## src/tccw_pkg.sv

```systemverilog
// Shared types, codes and constants of the text console character writer.
// No dependencies; imported by the sequencer and the top level.
package tccw_pkg;

    localparam int SCREEN_ROWS_DEF    = 25;
    localparam int SCREEN_COLUMNS_DEF = 80;

    localparam logic [1:0] OP_PUT   = 2'd0;
    localparam logic [1:0] OP_READ  = 2'd1;
    localparam logic [1:0] OP_CLEAR = 2'd2;

    localparam logic [7:0] CHAR_BS       = 8'h08;
    localparam logic [7:0] CHAR_TAB      = 8'h09;
    localparam logic [7:0] CHAR_LF       = 8'h0A;
    localparam logic [7:0] CHAR_CR       = 8'h0D;
    localparam logic [7:0] CHAR_PRINT_LO = 8'h20;
    localparam logic [7:0] CHAR_PRINT_HI = 8'h7F;
    localparam logic [7:0] CHAR_BLANK    = 8'h20;

    localparam logic [7:0]  ATTR_RESET = 8'h0F;
    localparam logic [15:0] RESET_CELL = 16'h0F20;

    localparam logic ADDR_ATTR = 1'b0;

    typedef enum logic [3:0] {
        ST_INIT,
        ST_IDLE,
        ST_EXEC,
        ST_ADV,
        ST_SCR_RD,
        ST_SCR_WR,
        ST_FILL,
        ST_RD_WAIT,
        ST_DONE
    } tccw_state_t;

    typedef struct packed {
        logic [1:0]  op;
        logic [7:0]  char_code;
        logic [10:0] cell_index;
    } tccw_cmd_t;

    typedef struct packed {
        logic        load;
        logic [10:0] cursor_index;
        logic [15:0] cell_data;
    } tccw_result_t;

endpackage

```

## src/tccw_seq.sv

```systemverilog
// Sequencer of the console writer: cursor state, shared address adder and
// the fill, scroll and read walks over the screen memory. Uses tccw_pkg.
module tccw_seq #(
    parameter int SCREEN_ROWS    = 25,
    parameter int SCREEN_COLUMNS = 80,
    parameter int AW             = 11
) (
    input  logic                  clk,
    input  logic                  rst_n,
    input  tccw_pkg::tccw_cmd_t   cmd,
    input  logic                  cmd_valid,
    output logic                  cmd_ready,
    input  logic [7:0]            attr,
    input  logic                  out_free,
    output tccw_pkg::tccw_result_t res,
    output logic                  we,
    output logic [AW-1:0]         waddr,
    output logic [15:0]           wdata,
    output logic [AW-1:0]         raddr,
    input  logic [15:0]           rdata
);

    import tccw_pkg::*;

    localparam int CELLS     = SCREEN_ROWS * SCREEN_COLUMNS;
    localparam int CW        = $clog2(SCREEN_COLUMNS);
    localparam int RW        = $clog2(SCREEN_ROWS);
    localparam int COPY_LAST = (SCREEN_ROWS - 1) * SCREEN_COLUMNS - 1;
    localparam int IW        = ((AW > 11) ? AW : 11) + 1;

    localparam logic [AW-1:0] COLS_A      = AW'(SCREEN_COLUMNS);
    localparam logic [AW-1:0] ONE_A       = AW'(1);
    localparam logic [AW-1:0] LAST_CELL   = AW'(CELLS - 1);
    localparam logic [AW-1:0] LAST_COPY   = AW'(COPY_LAST);
    localparam logic [RW-1:0] LAST_ROW    = RW'(SCREEN_ROWS - 1);
    localparam logic [CW:0]   COLS_X      = (CW + 1)'(SCREEN_COLUMNS);
    localparam logic [CW:0]   TAB_STEP    = (CW + 1)'(8);
    localparam logic [CW:0]   TAB_MASK    = ~((CW + 1)'(7));
    localparam logic [IW-1:0] CELLS_I     = IW'(CELLS);

    tccw_state_t   state_reg, state_next;
    logic [AW-1:0] cnt_reg, cnt_next;
    logic [AW-1:0] base_reg, base_next;
    logic [CW-1:0] col_reg, col_next;
    logic [RW-1:0] row_reg, row_next;
    tccw_cmd_t     cmd_reg, cmd_next;
    logic [15:0]   data_reg, data_next;

    logic [AW-1:0] add_a, add_b, sum;
    logic [CW:0]   col_ext;
    logic          printable;
    logic          in_range;

    // Shared address adder.
    assign sum = add_a + add_b;

    assign printable = (cmd_reg.char_code >= CHAR_PRINT_LO)
                    && (cmd_reg.char_code <= CHAR_PRINT_HI);
    assign in_range  = IW'(cmd_reg.cell_index) < CELLS_I;

    always_ff @(posedge clk or negedge rst_n)
    begin
        if (!rst_n)
        begin
            state_reg <= ST_INIT;
            cnt_reg   <= '0;
            base_reg  <= '0;
            col_reg   <= '0;
            row_reg   <= '0;
        end
        else
        begin
            state_reg <= state_next;
            cnt_reg   <= cnt_next;
            base_reg  <= base_next;
            col_reg   <= col_next;
            row_reg   <= row_next;
        end
    end

    always_ff @(posedge clk)
    begin
        cmd_reg  <= cmd_next;
        data_reg <= data_next;
    end

    always_comb
    begin
        state_next = state_reg;
        cnt_next   = cnt_reg;
        base_next  = base_reg;
        col_next   = col_reg;
        row_next   = row_reg;
        cmd_next   = cmd_reg;
        data_next  = data_reg;
        add_a      = cnt_reg;
        add_b      = ONE_A;
        col_ext    = {1'b0, col_reg};
        cmd_ready  = 1'b0;
        res        = '0;
        we         = 1'b0;
        waddr      = cnt_reg;
        wdata      = RESET_CELL;
        raddr      = '0;

        unique case (state_reg)
            ST_INIT:
            begin
                // Blank the memory to its reset pattern, one cell a cycle.
                we       = 1'b1;
                cnt_next = sum;
                if (cnt_reg == LAST_CELL)
                begin
                    cnt_next   = '0;
                    state_next = ST_IDLE;
                end
            end
            ST_IDLE:
            begin
                cmd_ready = 1'b1;
                if (cmd_valid)
                begin
                    cmd_next   = cmd;
                    state_next = ST_EXEC;
                end
            end
            ST_EXEC:
            begin
                data_next  = '0;
                state_next = ST_DONE;
                priority if (cmd_reg.op == OP_PUT)
                begin
                    add_a = base_reg;
                    add_b = AW'(col_reg);
                    if (printable)
                    begin
                        we      = 1'b1;
                        waddr   = sum;
                        wdata   = {attr, cmd_reg.char_code};
                        col_ext = {1'b0, col_reg} + (CW + 1)'(1);
                    end
                    else if (cmd_reg.char_code == CHAR_BS)
                    begin
                        if (col_reg != '0)
                        begin
                            col_ext = {1'b0, col_reg} - (CW + 1)'(1);
                        end
                    end
                    else if (cmd_reg.char_code == CHAR_TAB)
                    begin
                        col_ext = ({1'b0, col_reg} + TAB_STEP) & TAB_MASK;
                    end
                    else if (cmd_reg.char_code == CHAR_CR
                          || cmd_reg.char_code == CHAR_LF)
                    begin
                        col_ext = '0;
                    end
                    if (cmd_reg.char_code == CHAR_LF || col_ext >= COLS_X)
                    begin
                        col_next = '0;
                        if (row_reg == LAST_ROW)
                        begin
                            cnt_next   = '0;
                            state_next = ST_SCR_RD;
                        end
                        else
                        begin
                            state_next = ST_ADV;
                        end
                    end
                    else
                    begin
                        col_next = col_ext[CW-1:0];
                    end
                end
                else if (cmd_reg.op == OP_READ)
                begin
                    raddr      = AW'(cmd_reg.cell_index);
                    state_next = ST_RD_WAIT;
                end
                else if (cmd_reg.op == OP_CLEAR)
                begin
                    cnt_next   = '0;
                    base_next  = '0;
                    col_next   = '0;
                    row_next   = '0;
                    state_next = ST_FILL;
                end
                else
                begin
                    state_next = ST_DONE;
                end
            end
            ST_ADV:
            begin
                add_a      = base_reg;
                add_b      = COLS_A;
                base_next  = sum;
                row_next   = row_reg + RW'(1);
                state_next = ST_DONE;
            end
            ST_SCR_RD:
            begin
                // Fetch the cell one row below the destination.
                add_b      = COLS_A;
                raddr      = sum;
                state_next = ST_SCR_WR;
            end
            ST_SCR_WR:
            begin
                we       = 1'b1;
                wdata    = rdata;
                cnt_next = sum;
                if (cnt_reg == LAST_COPY)
                begin
                    state_next = ST_FILL;
                end
                else
                begin
                    state_next = ST_SCR_RD;
                end
            end
            ST_FILL:
            begin
                we       = 1'b1;
                wdata    = {attr, CHAR_BLANK};
                cnt_next = sum;
                if (cnt_reg == LAST_CELL)
                begin
                    cnt_next   = '0;
                    state_next = ST_DONE;
                end
            end
            ST_RD_WAIT:
            begin
                data_next  = in_range ? rdata : 16'h0000;
                state_next = ST_DONE;
            end
            ST_DONE:
            begin
                // Hold the result until the output register is free.
                add_a            = base_reg;
                add_b            = AW'(col_reg);
                res.load         = out_free;
                res.cursor_index = 11'(sum);
                res.cell_data    = data_reg;
                if (out_free)
                begin
                    state_next = ST_IDLE;
                end
            end
            default:
            begin
                state_next = ST_IDLE;
            end
        endcase
    end

endmodule

```

## config.mk

```make
export PLATFORM = sky130hd
export DESIGN_NAME = tccw_seq
export DESIGN_NICKNAME = d
export VERILOG_FILES = /design/src/tccw_pkg.sv /design/src/tccw_seq.sv
export SDC_FILE = /design/constraint.sdc
export NUM_CORES = 1
export LEC_CHECK = 0
export BUFFER_PORTS_ARGS = -buffer_cell sky130_fd_sc_hd__buf_2
export CAP_MARGIN = 15
export CELL_PAD_IN_SITES_DETAIL_PLACEMENT = 1
export CELL_PAD_IN_SITES_GLOBAL_PLACEMENT = 1
export CORE_UTILIZATION = 31
export CTS_CLUSTER_DIAMETER = 50
export DETAILED_ROUTE_END_ITERATION = 10
export HOLD_SLACK_MARGIN = 0.06
export PLACE_DENSITY = 0.63
export SLEW_MARGIN = 20
export SYNTH_ARGS = -nofsm -noshare
export SYNTH_HDL_FRONTEND = slang
export SYNTH_SLANG_ARGS = --single-unit
```

## constraint.sdc

```tcl
create_clock -name clk -period 5.8 [get_ports clk]
set_clock_uncertainty 0.1 [all_clocks]
set_input_delay 1.16 -clock clk [delete_from_list [all_inputs] [get_ports clk]]
set_output_delay 1.16 -clock clk [all_outputs]
set_load 0.02 [all_outputs]
```

==> key figures, run 1 <==
Die
  • I/O Pins: 117
  • Placeable core region: 15,800 um^2
  • Die ar.: 16,700 um^2
  • Std-Cell Rows: 46
  • Starting Density: 0.317
  • Chip height: 129 um
  • Die W: 129 um

Clocking
  • TritonCTS clock tree: yes
  • Num CTS Buffers: 9
  • CTS root buf: sky130_fd_sc_hd__clkbuf_16
  • H-tree depth reported by CTS: 3
  • Sink Count: 75
  • Worst-path clk slew: 0.06 ns
  • Latest clock arrival within the worst-skew pair: 0.35 ns
  • Maximum buffer depth of the clock tree: 2

Synth
  • Per-instance average area after synthesis: 9.26 um^2
  • FF+latch count, synth: 75
  • Post-synthesis instance area: 5020 um^2
  • Syn nets: 611
  • Distinct cells, synth: 70
  • FFs w/ async S/R, synth: 0.507
  • Warnings from Yosys: 0
  • Number of enable-type register cells in the synthesized netlist: 37
  • Synth Instances: 542
  • Dominant register cell in the synthesized netlist: sky130_fd_sc_hd__dfrtp_1
  • Portion of the post-synthesis area used by sequential elements: 0.411

Setup path
  • Number of buffers and inverters on the critical path: 3
  • Data arrival time of the critical path: 4.15 ns
  • Crit path cell chain: nor4b_4 -> a211oi_2 -> buf_4 -> mux2_2 -> ha_1 -> inv_1 -> fa_1 -> nor2b_1 -> o31a_1 -> o31a_1 -> o21bai_4 -> nor3_2 -> xor2_2 -> o21ai_1 -> buf_2
  • Most common cell type on the critical path: sky130_fd_sc_hd__o31a_1
  • Startpoint type of the worst setup path: register
  • Stage delay of the slowest cell on the critical path: 0.54 ns
  • Cell family with the largest share of critical-path delay: simple AND/OR/NAND/NOR gates
  • Critical path class: reg -> out
  • Crit end category: output pin
  • Endpoint required time on the critical path: 4.54 ns
  • Crit-path slowest cell: sky130_fd_sc_hd__dfrtp_2
  • Critical path fanouts, max: 20

Detailed routing
  • Post-route antenna net violation count: 0
  • M1 wire length: 7610 um
  • Mean routed wirelength per cell: 19.0 um
  • Met3 wire length: 914 um
  • Vias: 4,611
  • Remaining design rule violation count: 0
  • Number of iterations in the first detailed-routing pass: 4
  • DR iter-0 viols: 244
  • Sum of met2 wire segment lengths after detailed routing: 7660 um
  • Ratio of routed vias to standard cells: 5.31
  • Wire length reported by the detailed router: 16,500 um
  • Highest routed layer: met4

Power
  • Clock share of power: 0.223
  • Pwr Density: 454 nW/um^2
  • Sw frac: 0.441
  • Peak supply drop: 0.156 mV
  • Combinational share of power: 0.471
  • Net switching power: 1.24 mW
  • Sequential fraction of design power: 0.307
  • LEAKAGE: 2.71 nW
  • Int Pwr: 1.56 mW
  • Overall power consumption: 2.80 mW

STA
  • Relative slew slack: 0.302
  • Max frequency: 185 MHz
  • Post-route fraction of the period consumed by the critical path: 0.932
  • Setup repair after global routing missed its margin: false
  • Final count of hold timing violations: 0
  • Final setup fails: 0
  • Transition time at the pin with the least slew margin: 1.04 ns
  • Final-layout worst hold slack: 0.419 ns
  • Minimum clock period: 5.41 ns
  • Pins Over Slew Limit: 0
  • Aggregate negative setup slack: 0 ns

Global route
  • Overall routing resource usage: 0.208
  • Number of antenna violations at the first check in global routing: 0
  • Via count of the first global-routing pass: 4,762
  • First-pass GRT wire length: 26,300 um
  • Largest net degree at the start of global routing: 39
  • Remaining Overflow, GRT: 0

Hold path
  • Type of the most critical hold path: reg -> reg

Placement
  • DP Area: 5810 um^2
  • Port Buffers: 116
  • Final HPWL from detailed placement: 12,600 um
  • Routability congestion estimate: 0.863

Flow run
  • Number of max-capacitance violations reported: 0

Finish
  • Post-layout nets: 717
  • Post-route cell area: 6160 um^2
  • Number of antenna diodes: 0
  • Area overhead of the layout relative to synthesis: 22.8%
  • Number of flip-flops in the largest register: 21
  • Fraction of layout instances using a drive strength above 1: 0.270
  • Layout filler cell count: 1,873

Run status
  • Status: completed
worst register-to-register path, cell delays in order (launching register included):
cell and delay [ns]:
sky130_fd_sc_hd__dfrtp_2 0.54, sky130_fd_sc_hd__nor4b_4 0.44, sky130_fd_sc_hd__a211oi_2 0.12, sky130_fd_sc_hd__buf_4 0.20
sky130_fd_sc_hd__mux2_2 0.24, sky130_fd_sc_hd__ha_1 0.17, sky130_fd_sc_hd__inv_1 0.06, sky130_fd_sc_hd__fa_1 0.41
sky130_fd_sc_hd__nor2b_1 0.19, sky130_fd_sc_hd__o31a_1 0.20, sky130_fd_sc_hd__o31a_1 0.23, sky130_fd_sc_hd__o21bai_4 0.12
sky130_fd_sc_hd__nor3_2 0.26, sky130_fd_sc_hd__xor2_2 0.34, sky130_fd_sc_hd__o22ai_1 0.12
layout make-up:
cell class / count / area [um^2] / share of cell area
multi-input combinational: 417 / 2770 / 0.449
sequential: 75 / 2070 / 0.335
timing repair buffer: 128 / 671 / 0.109
tap: 216 / 270 / 0.0438
clock buffer: 10 / 239 / 0.0388
clock inverter: 6 / 87.6 / 0.0142
inverter: 17 / 63.8 / 0.0104
cell usage in the layout, fill, tap and decap left out, types with 4 or more instances in the layout:
cell type,count
sky130_fd_sc_hd__buf_2,116
sky130_fd_sc_hd__nand2_1,67
sky130_fd_sc_hd__nor2_1,49
sky130_fd_sc_hd__and2_1,39
sky130_fd_sc_hd__edfxtp_1,37
sky130_fd_sc_hd__dfrtp_1,34
sky130_fd_sc_hd__o21ai_0,31
sky130_fd_sc_hd__a22o_1,19
sky130_fd_sc_hd__ha_1,19
sky130_fd_sc_hd__inv_1,17
sky130_fd_sc_hd__a21oi_1,16
sky130_fd_sc_hd__nor3_1,16
sky130_fd_sc_hd__buf_4,12
sky130_fd_sc_hd__o22ai_1,11
sky130_fd_sc_hd__xor2_1,9
sky130_fd_sc_hd__clkbuf_16,9
sky130_fd_sc_hd__nand3_1,8
sky130_fd_sc_hd__nand4_1,8
sky130_fd_sc_hd__mux2_2,7
sky130_fd_sc_hd__o31ai_1,7
sky130_fd_sc_hd__o2bb2ai_1,7
sky130_fd_sc_hd__nand2b_1,6
sky130_fd_sc_hd__nor2b_1,6
sky130_fd_sc_hd__a21o_1,6
sky130_fd_sc_hd__mux2i_1,4
sky130_fd_sc_hd__xnor2_1,4
sky130_fd_sc_hd__o21ai_1,4
sky130_fd_sc_hd__nor3b_1,4
sky130_fd_sc_hd__o22a_1,4
sky130_fd_sc_hd__a211oi_1,4
sky130_fd_sc_hd__dfrtp_2,4
synth_stat cells, drive strengths merged, types with 4 or more instances:
library cell  instances  share of area
nor4b                 6          0.014
o2bb2ai               7          0.012
nand4                 8          0.010
ha                   19          0.047
nor2                 49          0.037
nand2b                6         0.0075
a21oi                16          0.016
nand2                67          0.050
xnor2                 5         0.0087
nor2b                 6         0.0075
clkbuf               18          0.013
dfrtp                38           0.19
o41ai                 4         0.0085
o21ai                36          0.037
and2                 39          0.049
edfxtp               37           0.22
o22a                  4         0.0070
a211oi                5         0.0085
a21o                  6         0.0090
nor3b                 4         0.0060
xor2                 10          0.019
nand3                 8         0.0080
nor3                 17          0.018
inv                  17          0.013
mux2                  7          0.016
a22o                 19          0.033
o31ai                 7          0.010
mux2i                 5          0.011
buf                  15          0.018
o22ai                11          0.014
cell families (layout without fill, tap and decap cells):
logic type / count (synthesis) / count (layout) / synth area share
fa+ha+maj: 20 / 20 / 0.0513
buf+inv: 50 / 161 / 0.0446
compound gates: 143 / 143 / 0.207
xor+xnor: 15 / 15 / 0.0277
flops: 75 / 75 / 0.411
mux: 12 / 12 / 0.0264
simple gates: 227 / 227 / 0.232
metrics by stage:
stage / cells / worst slack [ns] / util
CTS: 869 / 0.0245 / 0.388
detailed placement: 853 / 0.247 / 0.367
finish: 869 / 0.394 / 0.389
global placement: 853 / 0.473 / 0.367
global route: 869 / 0.0977 / 0.389
floorplan: 542 / 1.25 / -
worst paths after layout:
kind,from,endpoint,slack (ns),cells past startpoint
setup reg to reg,state_reg[0],base_reg[10],1.94,14
min in group asynchronous,rst_n,base_reg[10],0.85,1
setup / recovery,state_reg[0],raddr[10],0.39,15
hold reg to reg,base_reg[6],base_reg[6],0.42,1
max in group asynchronous,rst_n,state_reg[0],4.12,1
hold / removal,base_reg[6],base_reg[6],0.42,1
metal layers:
layer,GRT usage,up-vias
met5,0,-
met4,0.0671,0
met3,0.0429,18
met2,0.331,116
met1,0.282,2287
li1,-,2190
power groups by stage:
| stage | sequential, mW | clock, mW | combinational [mW] |
|---|---|---|---|
| floorplan | 0.765 | 0 | 0.945 |
| global placement | 0.854 | 0 | 1.28 |
| detailed placement | 0.863 | 0 | 1.31 |
| CTS | 0.853 | 0.639 | 1.32 |
| global route | 0.881 | 0.664 | 1.44 |
| finish | 0.858 | 0.624 | 1.32 |
what timing repair did:
item / 4_1_cts / 5_1_grt
hold buffers: 0 / 0
endpoints found under the setup margin: 3 / 9
pin swaps: 0 / 0
setup buffers: 0 / 0
gates resized for setup: 1 / 6
No activity file was read; power rests on OpenSTA's default activity.
==> run 2, diff against run 1 <==
Settings changed: CAP_MARGIN 15 to 25, PLACE_DENSITY 0.63 to default, PLACE_DENSITY_LB_ADDON from default to 0.1.
==> key figures, run 2 (same netlist as run 1, synthesis figures left out) <==
Run status
  • Status: completed

Detailed routing
  • Ratio of routed vias to standard cells: 5.36
  • Vias: 4,683
  • DR iter-0 viols: 167
  • Remaining design rule violation count: 0
  • Mean routed wirelength per cell: 19.5 um
  • Number of iterations in the first detailed-routing pass: 4
  • Wire length reported by the detailed router: 17,100 um
  • Post-route antenna net violation count: 0

Setup path
  • Stage delay of the slowest cell on the critical path: 0.53 ns
  • Startpoint type of the worst setup path: register
  • Data arrival time of the critical path: 4.17 ns
  • Crit end category: output pin
  • Critical path fanouts, max: 14
  • Crit path cell chain: and4bb_1 -> a211oi_2 -> mux2i_1 -> inv_1 -> ha_1 -> a21o_1 -> a21oi_1 -> o21ai_0 -> o41ai_1 -> nor3_1 -> xnor2_2 -> mux2_2 -> buf_2
  • Endpoint required time on the critical path: 4.54 ns
  • Critical path class: reg -> out
  • Crit-path slowest cell: sky130_fd_sc_hd__dfrtp_2

Finish
  • Commonest non-fill, non-tap cell in the layout: sky130_fd_sc_hd__buf_2
  • Count of placed standard cells in the final layout, fillers left out: 874
  • Area overhead of the layout relative to synthesis: 23.5%
  • Number of antenna diodes: 0
  • Post-route cell area: 6200 um^2
  • Post-layout nets: 722
  • Fraction of layout instances using a drive strength above 1: 0.269
  • Post-Route Utilization: 0.392
  • Number of flip-flops in the largest register: 21
  • Top library cells by usage in the layout, fill and taps aside: 116 x sky130_fd_sc_hd__buf_2, 67 x sky130_fd_sc_hd__nand2_1, 49 x sky130_fd_sc_hd__nor2_1

STA
  • Max frequency: 184 MHz
  • Pins Over Slew Limit: 0
  • Final setup fails: 0
  • Slack of the critical path: 0.374 ns
  • Minimum clock period: 5.43 ns
  • Transition time at the pin with the least slew margin: 0.988 ns
  • Setup repair after global routing missed its margin: false
  • Aggregate negative setup slack: 0 ns
  • Relative slew slack: 0.339
  • Post-route fraction of the period consumed by the critical path: 0.935
  • Final-layout worst hold slack: 0.413 ns
  • Final count of hold timing violations: 0

Hold path
  • Type of the most critical hold path: reg -> reg

Die
  • Chip height: 129 um
  • Die W: 129 um
  • Starting Density: 0.317
  • Die ar.: 16,700 um^2
  • Placeable core region: 15,800 um^2
  • Std-Cell Rows: 46
  • I/O Pins: 117

Global route
  • First-pass GRT wire length: 26,300 um
  • Via count of the first global-routing pass: 4,647
  • Overall routing resource usage: 0.210
  • Number of antenna violations at the first check in global routing: 0
  • Remaining Overflow, GRT: 0
  • Largest net degree at the start of global routing: 39

Clocking
  • CTS root buf: sky130_fd_sc_hd__clkbuf_16
  • Maximum buffer depth of the clock tree: 2
  • TritonCTS clock tree: yes
  • Num CTS Buffers: 9
  • Latest clock arrival within the worst-skew pair: 0.35 ns
  • Sink Count: 75
  • H-tree depth reported by CTS: 3
  • Worst-path clk slew: 0.06 ns

Placement
  • Port Buffers: 116
  • Post-placement worst setup slack: 0.475 ns
  • Routability congestion estimate: 0.907
  • DP Area: 5830 um^2
  • Cell total after placement: 856
  • Final HPWL from detailed placement: 13,100 um

Flow run
  • Number of max-capacitance violations reported: 0

Power
  • Overall power consumption: 2.82 mW
  • Peak supply drop: 0.184 mV
  • Pwr Density: 455 nW/um^2
  • LEAKAGE: 2.73 nW
-- run 2: power by group --
| group | internal, mW | leakage [nW] | switching [mW] |
|---|---|---|---|
| sequential | 0.696 | 0.848 | 0.149 |
| clock | 0.372 | 0.152 | 0.232 |
| combinational | 0.502 | 1.74 | 0.869 |
| total | 1.57 | 2.73 | 1.25 |
-- run 2: repair_timing --
action / 4_1_cts / 5_1_grt
buffers inserted: 0 / 0
hold endpoints to repair: 0 / 0
setup endpoints to repair: 0 / 3
resized for setup: 0 / 4
hold buffers: 0 / 0
-- run 2: path summary, 6_finish.rpt --
kind | startpoint | to | slack [ns] | cells after the start
max in group asynchronous | rst_n | cnt_reg[9] | 4.43 | 2
min in group asynchronous | rst_n | base_reg[2] | 0.68 | 1
max reg2reg | state_reg[2] | base_reg[10] | 1.94 | 12
min reg2reg | base_reg[6] | base_reg[6] | 0.41 | 1
max | state_reg[2] | waddr[9] | 0.37 | 13
min | base_reg[6] | base_reg[6] | 0.41 | 1
-- run 2: routing by layer --
layer	track usage	vias to the layer above	part of all wire
li1	-	2200	-
met1	0.300	2332	0.49
met2	0.324	131	0.45
met3	0.0297	20	0.049
met4	0.0768	0	0.019
met5	0	-	0
-- run 2: area by class of cell --
class | instances | area [um^2]
fill | 1863 | 9630
timing repair buffer | 133 | 728
clock inverter | 3 | 43.8
multi-input combinational | 417 | 2760
sequential | 75 | 2060
tap | 216 | 270
clock buffer | 13 | 272
inverter | 17 | 63.8
-- run 2: worst max-delay path: cells and delay by family (launching register included) --
| family | cells | cell delay, ns |
|---|---|---|
| AO/OA/AOI/OAI | 5 | 1.32 |
| multiplexers | 2 | 0.59 |
| adder cells (fa/ha/maj) | 1 | 0.31 |
| XOR/XNOR | 1 | 0.37 |
| AND/OR/NAND/NOR | 2 | 0.43 |
| buffers and inverters | 2 | 0.26 |
| flip-flops | 1 | 0.53 |
